--- config.mk ---
export PLATFORM = sky130hd
export DESIGN_NAME = crsf_rc_frame_receiver
export DESIGN_NICKNAME = d
export VERILOG_FILES = /design/src/hw/rtl/crsf_pkg.sv /design/src/hw/rtl/crsf_ram.sv /design/src/hw/rtl/crsf_unpack.sv /design/src/hw/rtl/crsf_rc_frame_receiver.sv
export SDC_FILE = /design/constraint.sdc
export NUM_CORES = 1
export LEC_CHECK = 0
export ABC_AREA = 1
export ABC_CLOCK_PERIOD_IN_PS = 4900
export BUFFER_PORTS_ARGS = -buffer_cell sky130_fd_sc_hd__buf_2
export CAP_MARGIN = 25
export CELL_PAD_IN_SITES_DETAIL_PLACEMENT = 0
export CELL_PAD_IN_SITES_GLOBAL_PLACEMENT = 2
export CORE_MARGIN = 3
export CORE_UTILIZATION = 41
export CTS_CLUSTER_SIZE = 16
export DETAILED_ROUTE_END_ITERATION = 6
export PLACE_DENSITY_LB_ADDON = 0.25
export SYNTH_ARGS = -nofsm -noshare
export SYNTH_HDL_FRONTEND = slang
export SYNTH_SLANG_ARGS = --single-unit
--- constraint.sdc ---
create_clock -name i_clk -period 4.9 [get_ports i_clk]
set_clock_uncertainty 0.2 [all_clocks]
set_input_delay 0.735 -clock i_clk [delete_from_list [all_inputs] [get_ports i_clk]]
set_output_delay 0.735 -clock i_clk [all_outputs]
set_load 0.01 [all_outputs]
--- src/hw/rtl/crsf_pkg.sv ---
`timescale 1ns / 1ps

package crsf_pkg;

    localparam int NUM_CHANNELS  = 16;
    localparam int CH_BITS       = 11;
    localparam int CH_IDX_W      = 4;
    localparam int CH_ADDR_W     = 5;
    localparam int CH_FIRST_BYTE = 3;
    localparam int ACC_W         = 18;
    localparam int NBITS_W       = 5;
    localparam int LEN_W         = 9;
    localparam int CFG_IDX_W     = 2;
    localparam int CFG_DATA_W    = 16;

    localparam logic [CFG_IDX_W-1:0] CFG_CRC_POLY   = 2'd0;
    localparam logic [CFG_IDX_W-1:0] CFG_GAP_TICKS  = 2'd1;
    localparam logic [CFG_IDX_W-1:0] CFG_DEV_ADDR   = 2'd2;
    localparam logic [CFG_IDX_W-1:0] CFG_FRAME_TYPE = 2'd3;

    localparam logic [7:0]  RST_CRC_POLY   = 8'hD5;
    localparam logic [15:0] RST_GAP_TICKS  = 16'd300;
    localparam logic [7:0]  RST_DEV_ADDR   = 8'd200;
    localparam logic [7:0]  RST_FRAME_TYPE = 8'd22;
    localparam logic [15:0] IDLE_MAX       = 16'hFFFF;

    localparam int HDR_ADDR_POS = 0;
    localparam int HDR_LEN_POS  = 1;
    localparam int HDR_TYPE_POS = 2;

    typedef enum logic [2:0] {
        ST_IDLE,
        ST_RD_ADDR,
        ST_RD_TYPE,
        ST_CHECK,
        ST_EMIT
    } t_state;

    typedef struct packed {
        logic                 rd_en;
        logic [CH_ADDR_W-1:0] rd_addr;
        logic                 busy;
    } t_unp_req;

    function automatic logic [7:0] crc8_update(input logic [7:0] crc,
                                               input logic [7:0] data,
                                               input logic [7:0] poly);
        logic [7:0] c;
        c = crc ^ data;
        for (int i = 0; i < 8; i++) begin
            c = c[7] ? ({c[6:0], 1'b0} ^ poly) : {c[6:0], 1'b0};
        end
        return c;
    endfunction

endpackage

--- src/hw/rtl/crsf_ram.sv ---
`timescale 1ns / 1ps

module crsf_ram #(
    parameter int WIDTH = 8,
    parameter int DEPTH = 64
) (
    input  logic                     i_clk,
    input  logic                     i_we,
    input  logic [$clog2(DEPTH)-1:0] i_waddr,
    input  logic [WIDTH-1:0]         i_wdata,
    input  logic                     i_re,
    input  logic [$clog2(DEPTH)-1:0] i_raddr,
    output logic [WIDTH-1:0]         o_rdata
);

    logic [WIDTH-1:0] r_mem [DEPTH];
    logic [WIDTH-1:0] r_rdata;

    always_ff @(posedge i_clk) begin
        if (i_we) begin
            r_mem[i_waddr] <= i_wdata;
        end
        if (i_re) begin
            r_rdata <= r_mem[i_raddr];
        end
    end

    assign o_rdata = r_rdata;

endmodule

--- src/hw/rtl/crsf_unpack.sv ---
`timescale 1ns / 1ps

module crsf_unpack
    import crsf_pkg::*;
(
    input  logic                i_clk,
    input  logic                i_rst_n,
    input  logic                i_start,
    input  logic [7:0]          i_rd_data,
    output t_unp_req            o_req,
    output logic                o_out_valid,
    input  logic                i_out_stall,
    output logic [CH_IDX_W-1:0] o_channel_index,
    output logic [CH_BITS-1:0]  o_channel_value,
    output logic                o_last_channel
);

    logic                 r_busy, n_busy;
    logic                 r_pend, n_pend;
    logic [ACC_W-1:0]     r_acc, n_acc;
    logic [NBITS_W-1:0]   r_nbits, n_nbits;
    logic [CH_ADDR_W-1:0] r_addr, n_addr;
    logic [CH_IDX_W-1:0]  r_ch, n_ch;
    logic                 r_out_valid, n_out_valid;
    logic [CH_IDX_W-1:0]  r_out_index, n_out_index;
    logic [CH_BITS-1:0]   r_out_value, n_out_value;
    logic                 r_out_last, n_out_last;
    logic                 out_free;
    logic                 rd_en;

    assign out_free = !r_out_valid || !i_out_stall;

    always_comb begin
        n_busy      = r_busy;
        n_pend      = r_pend;
        n_acc       = r_acc;
        n_nbits     = r_nbits;
        n_addr      = r_addr;
        n_ch        = r_ch;
        n_out_valid = r_out_valid;
        n_out_index = r_out_index;
        n_out_value = r_out_value;
        n_out_last  = r_out_last;
        rd_en       = 1'b0;

        if (r_out_valid && !i_out_stall) begin
            n_out_valid = 1'b0;
        end

        if (i_start) begin
            n_busy  = 1'b1;
            n_pend  = 1'b0;
            n_acc   = '0;
            n_nbits = '0;
            n_addr  = CH_ADDR_W'(CH_FIRST_BYTE);
            n_ch    = '0;
        end else if (r_busy) begin
            if (r_pend) begin
                n_acc   = r_acc | (ACC_W'(i_rd_data) << r_nbits);
                n_nbits = r_nbits + NBITS_W'(8);
                n_pend  = 1'b0;
            end else if (r_nbits >= NBITS_W'(CH_BITS)) begin
                if (out_free) begin
                    n_out_valid = 1'b1;
                    n_out_index = r_ch;
                    n_out_value = r_acc[CH_BITS-1:0];
                    n_out_last  = (r_ch == CH_IDX_W'(NUM_CHANNELS - 1));
                    n_acc       = r_acc >> CH_BITS;
                    n_nbits     = r_nbits - NBITS_W'(CH_BITS);
                    n_ch        = r_ch + CH_IDX_W'(1);
                    if (r_ch == CH_IDX_W'(NUM_CHANNELS - 1)) begin
                        n_busy = 1'b0;
                    end
                end
            end else begin
                rd_en  = 1'b1;
                n_pend = 1'b1;
                n_addr = r_addr + CH_ADDR_W'(1);
            end
        end
    end

    always_ff @(posedge i_clk) begin
        if (!i_rst_n) begin
            r_busy      <= 1'b0;
            r_pend      <= 1'b0;
            r_out_valid <= 1'b0;
        end else begin
            r_busy      <= n_busy;
            r_pend      <= n_pend;
            r_out_valid <= n_out_valid;
        end
        r_acc       <= n_acc;
        r_nbits     <= n_nbits;
        r_addr      <= n_addr;
        r_ch        <= n_ch;
        r_out_index <= n_out_index;
        r_out_value <= n_out_value;
        r_out_last  <= n_out_last;
    end

    assign o_req.rd_en     = rd_en;
    assign o_req.rd_addr   = r_addr;
    assign o_req.busy      = r_busy;
    assign o_out_valid     = r_out_valid;
    assign o_channel_index = r_out_index;
    assign o_channel_value = r_out_value;
    assign o_last_channel  = r_out_last;

endmodule

--- src/hw/rtl/crsf_rc_frame_receiver.sv ---
`timescale 1ns / 1ps
// Input stall: the final byte of a frame with a good CRC holds the input through the
// header reads and the unpacking of 16 channels when address and type match.
// Throughput: one input beat per cycle outside frame ends; channels are bounded by the
// single read port of the frame store (2 header and 22 channel byte reads per frame).
// Reset: synchronous, active low; control state and configuration return to defaults,
// store entries read as zero until written (per-entry valid bits), no clearing pass.

module crsf_rc_frame_receiver
    import crsf_pkg::*;
#(
    parameter int MAX_FRAME_BYTES = 64
) (
    input  logic                  i_clk,
    input  logic                  i_rst_n,
    input  logic                  i_in_valid,
    output logic                  o_in_stall,
    input  logic                  i_cmd,
    input  logic [7:0]            i_rx_byte,
    output logic                  o_out_valid,
    input  logic                  i_out_stall,
    output logic [CH_IDX_W-1:0]   o_channel_index,
    output logic [CH_BITS-1:0]    o_channel_value,
    output logic                  o_last_channel,
    input  logic                  i_cfg_we,
    input  logic [CFG_IDX_W-1:0]  i_cfg_index,
    input  logic [CFG_DATA_W-1:0] i_cfg_data
);

    localparam int AW = $clog2(MAX_FRAME_BYTES);
    localparam int PW = $clog2(MAX_FRAME_BYTES + 1);

    t_state               r_state, n_state;
    logic [PW-1:0]        r_pos, n_pos;
    logic [7:0]           r_len, n_len;
    logic [7:0]           r_crc, n_crc;
    logic [15:0]          r_idle, n_idle;
    logic                 r_discard, n_discard;
    logic                 r_addr_ok, n_addr_ok;
    logic [MAX_FRAME_BYTES-1:0] r_valid;
    logic                 r_rd_vld;

    logic [7:0]           r_crc_poly;
    logic [15:0]          r_gap_ticks;
    logic [7:0]           r_dev_addr;
    logic [7:0]           r_frame_type;

    logic                 in_acc;
    logic [LEN_W-1:0]     pos_ext;
    logic [LEN_W-1:0]     end_pos;
    logic [15:0]          idle_inc;
    logic                 ram_we;
    logic [AW-1:0]        ram_waddr;
    logic                 rd_en;
    logic [AW-1:0]        rd_addr;
    logic [7:0]           ram_q;
    logic [7:0]           rd_byte;
    logic                 unp_start;
    t_unp_req             unp_req;

    assign in_acc   = i_in_valid && !o_in_stall;
    assign pos_ext  = LEN_W'(r_pos);
    assign end_pos  = LEN_W'(r_len) + LEN_W'(1);
    assign idle_inc = (r_idle == IDLE_MAX) ? r_idle : r_idle + 16'd1;
    assign rd_byte  = r_rd_vld ? ram_q : 8'd0;
    assign ram_waddr = r_pos[AW-1:0];

    always_comb begin
        n_state   = r_state;
        n_pos     = r_pos;
        n_len     = r_len;
        n_crc     = r_crc;
        n_idle    = r_idle;
        n_discard = r_discard;
        n_addr_ok = r_addr_ok;
        ram_we    = 1'b0;
        rd_en     = 1'b0;
        rd_addr   = '0;
        unp_start = 1'b0;

        unique case (r_state)
            ST_IDLE: begin
                if (in_acc) begin
                    if (i_cmd) begin
                        n_idle = idle_inc;
                        if (idle_inc > r_gap_ticks) begin
                            n_pos     = '0;
                            n_crc     = '0;
                            n_discard = 1'b0;
                        end
                    end else begin
                        n_idle = '0;
                        if (!r_discard) begin
                            if (pos_ext >= LEN_W'(MAX_FRAME_BYTES)) begin
                                n_pos     = '0;
                                n_crc     = '0;
                                n_discard = 1'b1;
                            end else if (r_pos == PW'(HDR_LEN_POS)) begin
                                n_len = i_rx_byte;
                                if (i_rx_byte < 8'd2 ||
                                    LEN_W'(i_rx_byte) + LEN_W'(2) > LEN_W'(MAX_FRAME_BYTES)) begin
                                    n_pos     = '0;
                                    n_crc     = '0;
                                    n_discard = 1'b1;
                                end else begin
                                    ram_we = 1'b1;
                                    n_pos  = r_pos + PW'(1);
                                end
                            end else if (pos_ext >= LEN_W'(HDR_TYPE_POS) && pos_ext == end_pos) begin
                                ram_we = 1'b1;
                                n_pos  = '0;
                                n_crc  = '0;
                                if (r_crc != i_rx_byte) begin
                                    n_discard = 1'b1;
                                end else begin
                                    n_state = ST_RD_ADDR;
                                end
                            end else begin
                                ram_we = 1'b1;
                                if (pos_ext >= LEN_W'(HDR_TYPE_POS)) begin
                                    n_crc = crc8_update(r_crc, i_rx_byte, r_crc_poly);
                                end
                                n_pos = r_pos + PW'(1);
                            end
                        end
                    end
                end
            end
            ST_RD_ADDR: begin
                rd_en   = 1'b1;
                rd_addr = AW'(HDR_ADDR_POS);
                n_state = ST_RD_TYPE;
            end
            ST_RD_TYPE: begin
                n_addr_ok = (rd_byte == r_dev_addr);
                rd_en     = 1'b1;
                rd_addr   = AW'(HDR_TYPE_POS);
                n_state   = ST_CHECK;
            end
            ST_CHECK: begin
                if (r_addr_ok && rd_byte == r_frame_type) begin
                    unp_start = 1'b1;
                    n_state   = ST_EMIT;
                end else begin
                    n_state = ST_IDLE;
                end
            end
            ST_EMIT: begin
                rd_en   = unp_req.rd_en;
                rd_addr = AW'(unp_req.rd_addr);
                if (!unp_req.busy) begin
                    n_state = ST_IDLE;
                end
            end
            default: n_state = ST_IDLE;
        endcase
    end

    always_ff @(posedge i_clk) begin
        if (!i_rst_n) begin
            r_state      <= ST_IDLE;
            r_pos        <= '0;
            r_len        <= '0;
            r_crc        <= '0;
            r_idle       <= '0;
            r_discard    <= 1'b0;
            r_addr_ok    <= 1'b0;
            r_valid      <= '0;
            r_rd_vld     <= 1'b0;
            r_crc_poly   <= RST_CRC_POLY;
            r_gap_ticks  <= RST_GAP_TICKS;
            r_dev_addr   <= RST_DEV_ADDR;
            r_frame_type <= RST_FRAME_TYPE;
        end else begin
            r_state   <= n_state;
            r_pos     <= n_pos;
            r_len     <= n_len;
            r_crc     <= n_crc;
            r_idle    <= n_idle;
            r_discard <= n_discard;
            r_addr_ok <= n_addr_ok;
            if (ram_we) begin
                r_valid[ram_waddr] <= 1'b1;
            end
            if (rd_en) begin
                r_rd_vld <= r_valid[rd_addr];
            end
            if (i_cfg_we) begin
                unique case (i_cfg_index)
                    CFG_CRC_POLY:   r_crc_poly   <= i_cfg_data[7:0];
                    CFG_GAP_TICKS:  r_gap_ticks  <= i_cfg_data;
                    CFG_DEV_ADDR:   r_dev_addr   <= i_cfg_data[7:0];
                    CFG_FRAME_TYPE: r_frame_type <= i_cfg_data[7:0];
                endcase
            end
        end
    end

    crsf_ram #(
        .WIDTH (8),
        .DEPTH (MAX_FRAME_BYTES)
    ) u_store (
        .i_clk   (i_clk),
        .i_we    (ram_we),
        .i_waddr (ram_waddr),
        .i_wdata (i_rx_byte),
        .i_re    (rd_en),
        .i_raddr (rd_addr),
        .o_rdata (ram_q)
    );

    crsf_unpack u_unpack (
        .i_clk           (i_clk),
        .i_rst_n         (i_rst_n),
        .i_start         (unp_start),
        .i_rd_data       (rd_byte),
        .o_req           (unp_req),
        .o_out_valid     (o_out_valid),
        .i_out_stall     (i_out_stall),
        .o_channel_index (o_channel_index),
        .o_channel_value (o_channel_value),
        .o_last_channel  (o_last_channel)
    );

    assign o_in_stall = (r_state != ST_IDLE);

endmodule

==> results.md <==
- Status: completed
- Synth cell types: 51
- CTS Buf Count: 48
- DR iter-0 viols: between 1000 and 1500
- Max-cap violations: 0
- Syn Std Cell Area: 20030 µm²
- CTS sink cnt: 432
- Most frequently used flop master after synthesis: edfxtp_1
- Util after Layout: 0.4729
- Period utilization: 0.8973
- Worst-skew pair later-pin latency: about 590 ps
- Avg Inst Size Synth: 9.627 µm²
- Seq pwr share: 0.388
- Crit path DAT: 4720 ps
- Reg2reg start: r_idle[2]
- Gate Count Post-Synth: around 2100
- Setup TNS: 0 ps
- RSZ-0062 raised after global routing: no
- CTS tree: done
- Antenna Violating Nets Remaining: 0
- Routed vias: 15000
- Total track usage: 0.2088
- Vias in the first global route: 14310
- Antenna cells: 0
- Switching portion of total power: 0.3308
- Worst Hold Path EP: r_gap_ticks[8]
- H-tree depth: 2
- R2R Path End: r_crc[0]
- Initial antenna violation count: 0
- Worst hold slack: 174.6 ps
- R2R Setup Slk: just over 500 ps
- Clk pwr share: 0.345
- Slew Viols, Final: 0
- HP Start: i_cfg_data[8]
- Worst Hold Class: input port to flop
- Die Y: 227.1 µm
- Wire per inst: 19.25 µm
- GR Overflow Total: 0
- Hold Path Depth: 3
- First-pass detailed-route iteration total: 5
- Startpoint Class: flop
- Nets: 2194
- FF+latch count, synth: 432
- Internal: ~7000 µW
- Remaining DRCs: 0
- F_max: 227.4 MHz
- Clock slew at reported path FFs: 60 ps
- Routed WL: around 54000 µm
- Share of cells above drive strength 1: 0.1052
- Post-DP HPWL: 35240 µm
- Post-synth EDFFs: 280
- IR drop worst, VDD: 0.3091 mV
- Area post-placement: 21120 µm²
- CTS Root Buffer Type: clkbuf_16
- Rows: 80
- Seq/Total Area, Yosys: 0.5716
- First-pass GRT wire length: around 84000 µm
- Fin. Hold Viols: 0
- CP Capture Type: flop
- Fin crit period: 4397 ps
- Share of flip-flops with an asynchronous set or reset: 0
- Critical Path Fanout Max: 9
- Core Box Area: 48050 µm²
- I/O pin cnt: 50
- Worst slew margin: 0.3264
- Gpl congestion: 0.7960
- Die width: 227.1 µm
- Initial Utilization: 0.4170
- Leakage: about 0.0087 µW
- Critical path class: flop to flop
- Input/output buffers: 49
- CTS max path bufs: 3
- Worst slew pin tran: 1007 ps
- Avg Vias per Cell: 5.373
- R2R depth: 26
- Post-route cell area: 22720 µm²
- Setup Fix Bufs, Post-CTS: 0
- Total net switching power: 3447 µW
- Final setup violation count: 0
- P&R area growth vs syn: 13.41%
- Die area: 51550 µm²
- Logic pwr share: 0.267
- Synthesis Warnings: 0
- Largest net degree at the start of global routing: 145
- Syn_nets: 2138
- Required time worst endpoint: ~5200 ps
- Pwr dens: 458.7 nW/µm²
area by class of cell:
type	count	area [µm²]
clock inverter	20	195.2
multi-input combinational	1367	7535
clock buffer	70	1405
tap	615	769.5
fill	4590	25320
inverter	186	700.7
timing repair buffer	102	665.6
sequential	432	11450
cell usage in the layout, fill, tap and decap left out, drive strengths merged, types with 74 or more instances in the layout:
cell	instances
nand2	404
edfxtp	280
nor2	193
inv	179
dfxtp	152
o21ai	133
a21oi	119
buf	102
o21bai	90
nand3	89
o211ai	74
power groups by stage:
stage	combinational (µW)	clock [µW]	sequential, µW
3_5_place_dp	2800	0	4120
3_3_place_gp	2780	0	4120
4_1_cts	2820	3680	4040
2_1_floorplan	2290	0	4080
6_report	2790	3600	4040
5_1_grt	3220	3820	4050
repair_timing:
| action | 4_1_cts | 5_1_grt |
|---|---|---|
| hold buffers | 0 | 0 |
| setup endpoints to repair | 0 | 8 |
| endpoints found under the hold margin | 0 | 0 |
| resized for setup | 0 | 1 |
registers in the layout, summed over array words and instances, names as in the netlist, 3 cells and up:
register,flops
r_valid,32
r_crc,8
r_frame_type,8
r_idle,16
u_unpack.r_ch,4
u_unpack.o_channel_value,11
u_unpack.r_addr,5
u_store.r_mem,256
r_crc_poly,8
r_len,8
u_unpack.o_channel_index,4
r_state,3
r_pos,7
r_gap_ticks,16
u_unpack.r_nbits,5
u_store.o_rdata,8
r_dev_addr,8
u_unpack.r_acc,18
critical path, cell delays in order (launching register included):
cell	delay [ps]
dfxtp_1	410
inv_1	90
nor3_1	190
inv_1	70
nor2_1	150
nand3_1	110
nor2_1	100
inv_1	60
nor2_1	80
nand2_1	80
inv_1	180
nor3_1	110
xor2_1	160
ha_1	320
nand2_1	80
o21a_1	200
o221ai_1	210
nand2_1	90
o2111ai_1	120
nand2_1	90
nand2_1	70
nand3_1	80
a21oi_1	200
nand2_1	260
nor2_2	350
nand3_1	130
a21oi_1	140
per-stage QoR:
| step | cells | power [µW] | setup WS [ps] |
|---|---|---|---|
| floorplan | 2081 | 6367 | 1006 |
| global placement | 2701 | 6894 | 408.9 |
| global route | 2792 | 11100 | 13.09 |
| finish | 2792 | 10420 | 503.2 |
| detailed placement | 2702 | 6918 | 384.2 |
| CTS | 2792 | 10540 | 348.0 |
per-layer routing:
layer,track usage,vias up,wire length (µm)
met5,0,-,0
li1,-,7386,-
met4,0.04474,0,864
met3,0.03133,60,2371
met1,0.3045,7280,25980
met2,0.3325,275,24540
logic make-up (layout without fill, tap and decap cells):
kind of cell / count (synthesis) / count (layout) / synth area share
AOI/OAI and AO/OA: 537 / 537 / 0.1730
adders and majority gates: 25 / 25 / 0.01561
buffers and inverters: 282 / 378 / 0.05377
muxes: 1 / 1 / 0.0004996
DFF: 432 / 432 / 0.5716
xor gates and xnor gates: 56 / 56 / 0.02542
and+or+nand+nor: 748 / 748 / 0.1601
synthesized netlist by cell type, drive strengths merged (2+ instances only):
library cell	number	share of area
a2111oi	3	0.0013
a211oi	4	0.0015
a21oi	119	0.030
a221oi	2	0.00087
a22oi	3	0.0011
a311oi	8	0.0035
a31oi	13	0.0041
a32o	5	0.0025
a32oi	27	0.012
buf	8	0.0024
clkbuf	88	0.016
clkinv	7	0.0013
dfxtp	152	0.15
edfxtp	280	0.42
ha	25	0.016
inv	179	0.034
nand2	404	0.080
nand2b	2	0.00062
nand3	89	0.025
nand3b	3	0.0011
nand4	18	0.0056
nor2	193	0.037
nor3	26	0.0065
nor3b	3	0.0011
nor4	5	0.0016
o2111ai	3	0.0013
o211a	8	0.0040
o211ai	74	0.028
o21a	36	0.013
o21ai	133	0.033
o21bai	90	0.034
o22ai	7	0.0022
or2	3	0.00094
xnor2	21	0.0092
xor2	35	0.016
worst max path at each step:
stage	start	to	slack, ps
global route	r_idle[2]	r_crc[4]	10
floorplan	r_idle[2]	r_crc[2]	1010
CTS	r_idle[2]	r_crc[4]	350
finish	r_idle[2]	r_crc[0]	500
detailed placement	r_idle[2]	r_crc[4]	380
global placement	r_idle[2]	r_crc[0]	410
(Power assumes the default switching activity.)
